$ cat src/rtl/dstsw_pkg.sv
// Package for the daylight-saving switch: field widths, calendar constants,
// BCD decode, month offset table and mod-7 reduction. No dependencies.
`timescale 1ns / 1ps

package dstsw_pkg;

  localparam int unsigned ByteW = 8;
  localparam int unsigned YearW = 12;
  localparam int unsigned WdayW = 3;
  localparam int unsigned CentW = 5;

  localparam logic [YearW-1:0] YearBase    = 12'd2000;
  localparam logic [YearW-1:0] YearCentEnd = 12'd2100;
  localparam logic [CentW-1:0] CentPrev    = 5'd19;
  localparam logic [CentW-1:0] CentBase    = 5'd20;
  localparam logic [CentW-1:0] CentNext    = 5'd21;
  localparam logic [2:0]       QuadPrev    = 3'd4;
  localparam logic [2:0]       QuadBase    = 3'd5;

  localparam logic [ByteW-1:0] MonthJan = 8'd1;
  localparam logic [ByteW-1:0] MonthMar = 8'd3;
  localparam logic [ByteW-1:0] MonthNov = 8'd11;
  localparam logic [ByteW-1:0] MonthDec = 8'd12;

  localparam logic [ByteW-1:0] SwitchHour   = 8'd2;
  localparam logic [ByteW-1:0] MarFirstDay  = 8'd8;
  localparam logic [ByteW-1:0] MarLastDay   = 8'd14;
  localparam logic [ByteW-1:0] NovFirstDay  = 8'd1;
  localparam logic [ByteW-1:0] NovLastDay   = 8'd7;

  localparam logic [ByteW-1:0] HourDstStart = 8'h03;
  localparam logic [ByteW-1:0] HourDstEnd   = 8'h01;
  localparam logic [ByteW-1:0] HourNone     = 8'h00;

  localparam logic [WdayW-1:0] WdaySunday  = 3'd0;
  localparam logic [WdayW-1:0] WdayInvalid = 3'd7;

  // Raw register snapshot
  typedef struct packed {
    logic [ByteW-1:0] seconds_bcd;
    logic [ByteW-1:0] minutes_bcd;
    logic [ByteW-1:0] hours_bcd;
    logic [ByteW-1:0] date_bcd;
    logic [ByteW-1:0] month_bcd;
    logic [ByteW-1:0] year_bcd;
  } time_raw_t;

  // Decoded calendar facts handed to the switch logic
  typedef struct packed {
    logic             month_valid;
    logic             at_two;
    logic [ByteW-1:0] month;
    logic [ByteW-1:0] day;
    logic [WdayW-1:0] weekday;
  } cal_info_t;

  // One result
  typedef struct packed {
    logic             write_hour;
    logic [ByteW-1:0] new_hour_bcd;
    logic             dst_active;
    logic [WdayW-1:0] weekday;
  } result_t;

  // high nibble * 10 + low nibble, nibbles taken at face value (0..165)
  function automatic logic [ByteW-1:0] bcd_decode(input logic [ByteW-1:0] b);
    logic [ByteW-1:0] hi;
    logic [ByteW-1:0] lo;
    hi = {4'b0, b[7:4]};
    lo = {4'b0, b[3:0]};
    return (hi << 3) + (hi << 1) + lo;
  endfunction

  // Sakamoto month offsets, month 1..12
  function automatic logic [2:0] month_offset(input logic [3:0] m);
    logic [2:0] o;
    case (m)
      4'd1:    o = 3'd0;
      4'd2:    o = 3'd3;
      4'd3:    o = 3'd2;
      4'd4:    o = 3'd5;
      4'd5:    o = 3'd0;
      4'd6:    o = 3'd3;
      4'd7:    o = 3'd5;
      4'd8:    o = 3'd1;
      4'd9:    o = 3'd4;
      4'd10:   o = 3'd6;
      4'd11:   o = 3'd2;
      4'd12:   o = 3'd4;
      default: o = 3'd0;
    endcase
    return o;
  endfunction

  // 8 == 1 mod 7: fold octal digits, then one conditional subtract
  function automatic logic [2:0] mod7(input logic [YearW-1:0] v);
    logic [4:0] s1;
    logic [3:0] s2;
    logic [3:0] r;
    s1 = {2'b0, v[2:0]} + {2'b0, v[5:3]} + {2'b0, v[8:6]} + {2'b0, v[11:9]};
    s2 = {1'b0, s1[2:0]} + {2'b0, s1[4:3]};
    r  = (s2 >= 4'd7) ? s2 - 4'd7 : s2;
    return r[2:0];
  endfunction

endpackage

$ cat src/rtl/dstsw_in_if.sv
// Request channel carrying one raw time snapshot.
// Depends on dstsw_pkg for field widths.
`timescale 1ns / 1ps

interface dstsw_in_if
  import dstsw_pkg::*;
  ();
  logic             valid;
  logic             ready;
  logic [ByteW-1:0] seconds_bcd;
  logic [ByteW-1:0] minutes_bcd;
  logic [ByteW-1:0] hours_bcd;
  logic [ByteW-1:0] date_bcd;
  logic [ByteW-1:0] month_bcd;
  logic [ByteW-1:0] year_bcd;

  modport source (output valid, seconds_bcd, minutes_bcd, hours_bcd, date_bcd,
                  month_bcd, year_bcd, input ready);
  modport sink   (input valid, seconds_bcd, minutes_bcd, hours_bcd, date_bcd,
                  month_bcd, year_bcd, output ready);
endinterface

$ cat src/rtl/dstsw_out_if.sv
// Result channel carrying the hour rewrite order, flag and weekday.
// Depends on dstsw_pkg for field widths.
`timescale 1ns / 1ps

interface dstsw_out_if
  import dstsw_pkg::*;
  ();
  logic             valid;
  logic             ready;
  logic             write_hour;
  logic [ByteW-1:0] new_hour_bcd;
  logic             dst_active;
  logic [WdayW-1:0] weekday;

  modport source (output valid, write_hour, new_hour_bcd, dst_active, weekday,
                  input ready);
  modport sink   (input valid, write_hour, new_hour_bcd, dst_active, weekday,
                  output ready);
endinterface

$ cat src/rtl/dstsw_weekday.sv
// BCD decode of the snapshot and weekday by Sakamoto's method.
// Combinational; depends on dstsw_pkg.
`timescale 1ns / 1ps

module dstsw_weekday
  import dstsw_pkg::*;
(
  input  time_raw_t raw,
  output cal_info_t info
);

  logic [ByteW-1:0] sec_d, min_d, hour_d, day_d, month_d, year_d;
  logic             month_valid;
  logic             early;
  logic [YearW-1:0] y;
  logic [CentW-1:0] cent;
  logic [2:0]       quad;
  logic [YearW-1:0] sum;

  // decode all six bytes
  assign sec_d   = bcd_decode(raw.seconds_bcd);
  assign min_d   = bcd_decode(raw.minutes_bcd);
  assign hour_d  = bcd_decode(raw.hours_bcd);
  assign day_d   = bcd_decode(raw.date_bcd);
  assign month_d = bcd_decode(raw.month_bcd);
  assign year_d  = bcd_decode(raw.year_bcd);

  assign month_valid = (month_d >= MonthJan) && (month_d <= MonthDec);
  assign early       = (month_d < MonthMar);

  // y spans 1999..2165, so y/100 and y/400 reduce to range checks
  assign y = YearBase + {4'b0, year_d} - {{(YearW-1){1'b0}}, early};

  always_comb begin
    if (y < YearBase) begin
      cent = CentPrev;
      quad = QuadPrev;
    end else if (y >= YearCentEnd) begin
      cent = CentNext;
      quad = QuadBase;
    end else begin
      cent = CentBase;
      quad = QuadBase;
    end
  end

  assign sum = y + {2'b0, y[YearW-1:2]} - {7'b0, cent} + {9'b0, quad}
             + {9'b0, month_offset(month_d[3:0])} + {4'b0, day_d};

  always_comb begin
    info.month_valid = month_valid;
    info.at_two      = (hour_d == SwitchHour) && (min_d == '0) && (sec_d == '0);
    info.month       = month_d;
    info.day         = day_d;
    info.weekday     = month_valid ? mod7(sum) : WdayInvalid;
  end

endmodule

$ cat src/rtl/dstsw_switch.sv
// Summer-time flag and the hour rewrite decision.
// Depends on dstsw_pkg; flag advances with each item leaving the input stage.
`timescale 1ns / 1ps

module dstsw_switch
  import dstsw_pkg::*;
(
  input  logic      clk,
  input  logic      rst,
  input  logic      advance,
  input  cal_info_t info,
  output result_t   res
);

  logic summer_time_flag;
  logic summer_time_flag_next;
  logic start_hit;
  logic end_hit;

  // second Sunday of March / first Sunday of November at 02:00:00
  always_comb begin
    start_hit = !summer_time_flag && info.month_valid && (info.month == MonthMar)
              && (info.weekday == WdaySunday) && info.at_two
              && (info.day inside {[MarFirstDay:MarLastDay]});
    end_hit   = summer_time_flag && info.month_valid && (info.month == MonthNov)
              && (info.weekday == WdaySunday) && info.at_two
              && (info.day inside {[NovFirstDay:NovLastDay]});
  end

  always_comb begin
    summer_time_flag_next = summer_time_flag;
    if (start_hit) begin
      summer_time_flag_next = 1'b1;
    end else if (end_hit) begin
      summer_time_flag_next = 1'b0;
    end
  end

  always_comb begin
    res.write_hour   = start_hit || end_hit;
    res.new_hour_bcd = start_hit ? HourDstStart : (end_hit ? HourDstEnd : HourNone);
    res.dst_active   = summer_time_flag_next;
    res.weekday      = info.weekday;
  end

  always_ff @(posedge clk) begin
    if (rst) begin
      summer_time_flag <= 1'b0;
    end else if (advance) begin
      summer_time_flag <= summer_time_flag_next;
    end
  end

endmodule

$ cat src/rtl/dst_switch_from_rtc_time_unit.sv
// US daylight-saving switch. Each request is one snapshot of the RTC time
// registers; each yields one result with the weekday (7 for a bad month), the
// summer-time flag after this snapshot, and an order to rewrite the hour to
// BCD 3 at 02:00:00 on the second Sunday of March or BCD 1 at 02:00:00 on the
// first Sunday of November. A request is registered, decoded combinationally and
// its result registered; one request per cycle is sustained while the result
// channel is ready. The flag resets to standard time and updates in request order.
// Depends on dstsw_pkg, dstsw_in_if, dstsw_out_if, dstsw_weekday, dstsw_switch.
`timescale 1ns / 1ps

module dst_switch_from_rtc_time_unit
  import dstsw_pkg::*;
(
  input logic        clk,
  input logic        rst,
  dstsw_in_if.sink   in_ch,
  dstsw_out_if.source out_ch
);

  logic      s1_valid;
  time_raw_t s1_raw;
  logic      out_valid;
  result_t   out_res;
  logic      advance;
  cal_info_t info;
  result_t   res;

  // move the input stage forward when the result register is free or drains
  assign advance     = s1_valid && (!out_valid || out_ch.ready);
  assign in_ch.ready = !s1_valid || advance;

  // input register
  always_ff @(posedge clk) begin
    if (rst) begin
      s1_valid <= 1'b0;
    end else if (in_ch.ready) begin
      s1_valid <= in_ch.valid;
    end
  end

  always_ff @(posedge clk) begin
    if (in_ch.valid && in_ch.ready) begin
      s1_raw.seconds_bcd <= in_ch.seconds_bcd;
      s1_raw.minutes_bcd <= in_ch.minutes_bcd;
      s1_raw.hours_bcd   <= in_ch.hours_bcd;
      s1_raw.date_bcd    <= in_ch.date_bcd;
      s1_raw.month_bcd   <= in_ch.month_bcd;
      s1_raw.year_bcd    <= in_ch.year_bcd;
    end
  end

  dstsw_weekday u_weekday (
    .raw  (s1_raw),
    .info (info)
  );

  dstsw_switch u_switch (
    .clk     (clk),
    .rst     (rst),
    .advance (advance),
    .info    (info),
    .res     (res)
  );

  // result register
  always_ff @(posedge clk) begin
    if (rst) begin
      out_valid <= 1'b0;
    end else if (advance) begin
      out_valid <= 1'b1;
    end else if (out_ch.ready) begin
      out_valid <= 1'b0;
    end
  end

  always_ff @(posedge clk) begin
    if (advance) begin
      out_res <= res;
    end
  end

  assign out_ch.valid        = out_valid;
  assign out_ch.write_hour   = out_res.write_hour;
  assign out_ch.new_hour_bcd = out_res.new_hour_bcd;
  assign out_ch.dst_active   = out_res.dst_active;
  assign out_ch.weekday      = out_res.weekday;

  // rewrite orders agree with the flag they leave behind
  a_write_matches_flag: assert property (@(posedge clk) disable iff (rst)
    (out_valid && out_res.write_hour) |->
      ((out_res.new_hour_bcd == HourDstStart && out_res.dst_active) ||
       (out_res.new_hour_bcd == HourDstEnd && !out_res.dst_active)))
    else $error("hour rewrite does not match summer-time flag");

  a_no_write_zero_hour: assert property (@(posedge clk) disable iff (rst)
    (out_valid && !out_res.write_hour) |-> (out_res.new_hour_bcd == HourNone))
    else $error("new hour nonzero without rewrite order");

  a_bad_month_no_action: assert property (@(posedge clk) disable iff (rst)
    (out_valid && out_res.weekday == WdayInvalid) |-> !out_res.write_hour)
    else $error("rewrite ordered for an invalid month");

  // flag changes only through a rewrite order leaving the input stage
  a_flag_change_needs_write: assert property (@(posedge clk) disable iff (rst)
    (advance && (res.dst_active != u_switch.summer_time_flag)) |-> res.write_hour)
    else $error("summer-time flag changed without a rewrite order");

endmodule
$ cat src/flat_wrapper.sv
// flat-port wrapper written by rule: the top's interface ports become plain ports
module dst_switch_from_rtc_time_unit_flat import dstsw_pkg::*;
  (clk, rst, in_ch_valid, in_ch_seconds_bcd, in_ch_minutes_bcd, in_ch_hours_bcd, in_ch_date_bcd, in_ch_month_bcd, in_ch_year_bcd, in_ch_ready, out_ch_valid, out_ch_write_hour, out_ch_new_hour_bcd, out_ch_dst_active, out_ch_weekday, out_ch_ready);
  dstsw_in_if in_ch_i ();
  dstsw_out_if out_ch_i ();
  input logic clk;
  input logic rst;
  input wire logic [$bits(in_ch_i.valid)-1:0] in_ch_valid;
  input wire logic [$bits(in_ch_i.seconds_bcd)-1:0] in_ch_seconds_bcd;
  input wire logic [$bits(in_ch_i.minutes_bcd)-1:0] in_ch_minutes_bcd;
  input wire logic [$bits(in_ch_i.hours_bcd)-1:0] in_ch_hours_bcd;
  input wire logic [$bits(in_ch_i.date_bcd)-1:0] in_ch_date_bcd;
  input wire logic [$bits(in_ch_i.month_bcd)-1:0] in_ch_month_bcd;
  input wire logic [$bits(in_ch_i.year_bcd)-1:0] in_ch_year_bcd;
  output wire logic [$bits(in_ch_i.ready)-1:0] in_ch_ready;
  output wire logic [$bits(out_ch_i.valid)-1:0] out_ch_valid;
  output wire logic [$bits(out_ch_i.write_hour)-1:0] out_ch_write_hour;
  output wire logic [$bits(out_ch_i.new_hour_bcd)-1:0] out_ch_new_hour_bcd;
  output wire logic [$bits(out_ch_i.dst_active)-1:0] out_ch_dst_active;
  output wire logic [$bits(out_ch_i.weekday)-1:0] out_ch_weekday;
  input wire logic [$bits(out_ch_i.ready)-1:0] out_ch_ready;
  assign in_ch_i.valid = in_ch_valid;
  assign in_ch_i.seconds_bcd = in_ch_seconds_bcd;
  assign in_ch_i.minutes_bcd = in_ch_minutes_bcd;
  assign in_ch_i.hours_bcd = in_ch_hours_bcd;
  assign in_ch_i.date_bcd = in_ch_date_bcd;
  assign in_ch_i.month_bcd = in_ch_month_bcd;
  assign in_ch_i.year_bcd = in_ch_year_bcd;
  assign in_ch_ready = in_ch_i.ready;
  assign out_ch_valid = out_ch_i.valid;
  assign out_ch_write_hour = out_ch_i.write_hour;
  assign out_ch_new_hour_bcd = out_ch_i.new_hour_bcd;
  assign out_ch_dst_active = out_ch_i.dst_active;
  assign out_ch_weekday = out_ch_i.weekday;
  assign out_ch_i.ready = out_ch_ready;
  dst_switch_from_rtc_time_unit u_core (.clk(clk), .rst(rst), .in_ch(in_ch_i), .out_ch(out_ch_i));
endmodule
$ cat config.mk
export PLATFORM = sky130hd
export DESIGN_NAME = dst_switch_from_rtc_time_unit_flat
export DESIGN_NICKNAME = d
export VERILOG_FILES = /design/src/rtl/dstsw_pkg.sv /design/src/rtl/dstsw_in_if.sv /design/src/rtl/dstsw_out_if.sv /design/src/rtl/dstsw_weekday.sv /design/src/rtl/dstsw_switch.sv /design/src/rtl/dst_switch_from_rtc_time_unit.sv /design/src/flat_wrapper.sv
export SDC_FILE = /design/constraint.sdc
export NUM_CORES = 1
export LEC_CHECK = 0
export BUFFER_PORTS_ARGS = -buffer_cell sky130_fd_sc_hd__buf_2
export CAP_MARGIN = 20
export CORE_ASPECT_RATIO = 1.4
export CORE_MARGIN = 2
export CORE_UTILIZATION = 59
export DETAILED_ROUTE_END_ITERATION = 6
export PLACE_DENSITY = 0.93
export SYNTH_ARGS = -nofsm -noshare
export SYNTH_HDL_FRONTEND = slang
export SYNTH_SLANG_ARGS = --single-unit
export TNS_END_PERCENT = 100
$ cat constraint.sdc
create_clock -name clk -period 12.05 [get_ports clk]
set_input_delay 1.8075 -clock clk [delete_from_list [all_inputs] [get_ports clk]]
set_output_delay 1.8075 -clock clk [all_outputs]
set_load 0.01 [all_outputs]
==> flow_summary_export.csv <==
group,metric,value,unit
routing,drt-initial-drc-count,133,
clock_tree,cts_tree,"yes",
finish,final_cell_mix,"88 x ha_1, 83 x inv_1, 60 x buf_2, 55 x edfxtp_1, 35 x fa_1",
floorplan,coreArea,8100,sq um
grt,grt_pass1_vias,3778,
logic_synthesis,synth_edf_count,55,
sta,worst_pin_slew,0.872,ns
floorplan,die_x,80.7,um
placed_design,placed_area,5260,sq um
worst_setup_path,arrival,11.82,ns
worst_setup_path,cp_num_buf_inv,5,
worst_setup_path,rrSetupSlack,0.49,ns
logic_synthesis,synth.area.mux_share,0.824,%
logic_synthesis,syn_inst,419,
finish,syn2layout_area_growth,14.4,%
clock_tree,cts.path.max_buffers,2,
logic_synthesis,yosysWarnings,0,
worst_setup_path,cp-start-kind,"flip-flop",
sta,fin_crit_sh,95.9,%
finish,num_antenna_cells,0,
sta,finClkSkew,0.00840,ns
worst_setup_path,critPathMostFrequentCell,"fa_1",
min_path,min_path_type,"flip-flop to flip-flop",
clock_tree,htree_num_levels,3,
finish,nFillCells,554,
logic_synthesis,synth-compound-area-share,8.50,%
logic_synthesis,synth_cell_types,49,
clock_tree,cts_setup_buffers,0,
logic_synthesis,yosys.area.top_type,"edfxtp_1",
clock_tree,numCtsBuffers,9,
logic_synthesis,ys.flop_type,"edfxtp_1",
logic_synthesis,synth_area,4860,sq um
logic_synthesis,synth_xor_xnor_area_share,3.61,%
worst_setup_path,critical_path.max_stage_delay,0.55,ns
logic_synthesis,synthSimpleGateAreaFrac,7.19,%
routing,wl,10.0,mm
grt,antenna_found_initial,0,
clock_tree,clock-sinks,58,
worst_setup_path,critPathRequiredTime,12.31,ns
finish,finalNetCount,664,
floorplan,die_h,111,um
routing,routed_via_density,5.60,
sta,period_minus_slack,11.56,ns
finish,drive_above_1_share,17.4,%
clock_tree,cts-root-buf,"clkbuf_16",
sta,slew_headroom,41.1,%
worst_setup_path,crit_fanout,4,
clock_tree,cts-hold-fix-buffers,0,
routing,drc_errors,0,
floorplan,start_util,60.0,%
sta,setup_violations,0,
logic_synthesis,synthTopCellsByArea,"edfxtp_1 34%, ha_1 23%, fa_1 14%",
finish,seq_area,1710,sq um
logic_synthesis,synthAdderAreaFrac,37.1,%
clock_tree,clk_latency,0.33,ns
grt,grt_overflow,0,
routing,postRouteAntennaNets,0,
finish,multi_input_area,2820,sq um
grt,grt_first_pass_wirelength,16.4,mm
grt,grt_usage,24.4,%
placed_design,numPortBuffers,60,
worst_setup_path,critPathSlowestCell,"fa_1",
finish,final_area,5560,sq um
logic_synthesis,ys_seq_elements,58,
finish,layout_commonest_cell,"ha_1",
sta,hold_viol_final,0,
sta,drv_slew,0,
logic_synthesis,synth_area_per_cell,11.6,sq um
routing,vias,3336,
placed_design,place_congestion,0.894,
run_status,run_status,"finished, final reports clean",
floorplan,io_pins,67,
routing,dr.pass1.iters,4,
logic_synthesis,synth_top_family_by_area,"adder cells",
logic_synthesis,ys_seq_area_share,35.2,%
worst_setup_path,path_delay_family,"adder cells",
sta,clock.fmax,0.0865,GHz
routing,routedWlPerCell,16.8,um
grt,grt_max_degree,49,
worst_setup_path,critPathKind,"flip-flop to flip-flop",
worst_setup_path,endpoint_kind,"flip-flop",
logic_synthesis,async_flop_share,0,%
run,cap_violations,0,
floorplan,num_rows,39,
placed_design,hpwl,7.83,mm
logic_synthesis,synth_top_area_share,34.0,%
clock_tree,clk_pin_slew,0.06,ns
floorplan,dieArea,8990,sq um
worst register-to-register path, delay by kind of cell (launching register included):
family                     cells  cell delay (ns)
adders and majority gates     18             6.57
AOI/OAI and AO/OA             11             2.39
xor gates and xnor gates       3             0.61
and+or+nand+nor                5             1.21
buffers and inverters          5             0.31
DFF                            1             0.41
sequential cells by signal, summed over array words and instances, names as in the netlist:
register	cells
u_core.u_switch.summer_time_flag	1
u_core.out_ch.new_hour_bcd	2
u_core.out_ch.write_hour	1
u_core.out_ch.valid	1
u_core.out_ch.weekday	3
u_core.s1_raw	48
u_core.s1_valid	1
u_core.out_ch.dst_active	1
per-stage QoR:
step | setup WS [ns] | util (%) | hold slack, ns | cells | setup TNS, ns
2_1_floorplan | 1.32 | - | 0.459 | 424 | 0
4_1_cts | 0.268 | 68.1 | 0.525 | 595 | 0
5_1_grt | -0.0500 | 68.6 | 0.560 | 596 | -0.0688
6_report | 0.490 | 68.6 | 0.525 | 596 | 0
3_5_place_dp | 0.382 | 64.9 | 0.497 | 579 | 0
3_3_place_gp | 0.910 | 64.9 | 0.474 | 579 | 0
logic make-up after synthesis:
logic type / after synthesis
flops: 58
xor+xnor: 20
compound gates: 57
buf+inv: 90
fa+ha+maj: 123
simple gates: 65
other cells: 2
mux: 4
cell usage after synthesis, drive strengths merged, types with 3 or more instances:
master / number
nor2b: 8
dfxtp: 3
inv: 83
or2: 3
nor4: 3
o21ai: 10
nor3: 4
nor2: 19
mux2i: 4
nand2: 10
edfxtp: 55
a21o: 7
buf: 6
a21oi: 16
ha: 88
nand3: 4
fa: 35
o21a: 5
xnor2: 11
xor2: 9
per-layer routing:
layer / part of all wire [%] / wire length, um / global-route usage [%] / vias to the layer above
met3: 4.8 / 486 / 5.59 / 40
met4: 5.3 / 527 / 14.7 / 0
met1: 33 / 3300 / 23.5 / 1590
met5: 0 / 0 / 0 / -
met2: 57 / 5720 / 45.4 / 131
li1: - / - / - / 1575
final timing paths:
kind         depth (start not counted)                          endpoint               from
min reg2reg                          2               u_core.out_ch.valid    u_core.s1_valid
min                                  2               u_core.out_ch.valid    u_core.s1_valid
max                                 42  u_core.u_switch.summer_time_flag  u_core.s1_raw[12]
max reg2reg                         42  u_core.u_switch.summer_time_flag  u_core.s1_raw[12]
cell type report:
class                           instances  area share [%]
Multi-Input combinational cell        276            50.8
Sequential cell                        58            30.8
Timing Repair Buffer                   61            5.76
Inverter                               83            5.61
Clock buffer                            9            4.05
Tap cell                              102            2.30
Clock inverter                          7           0.653
repair_timing:
action	in CTS	in global routing
hold endpoints to repair	0	0
setup endpoints to repair	0	5
resized for setup	0	6
Power is not shown: default switching activity piles up to over one toggle a cycle in this logic, so the estimate is an artifact.
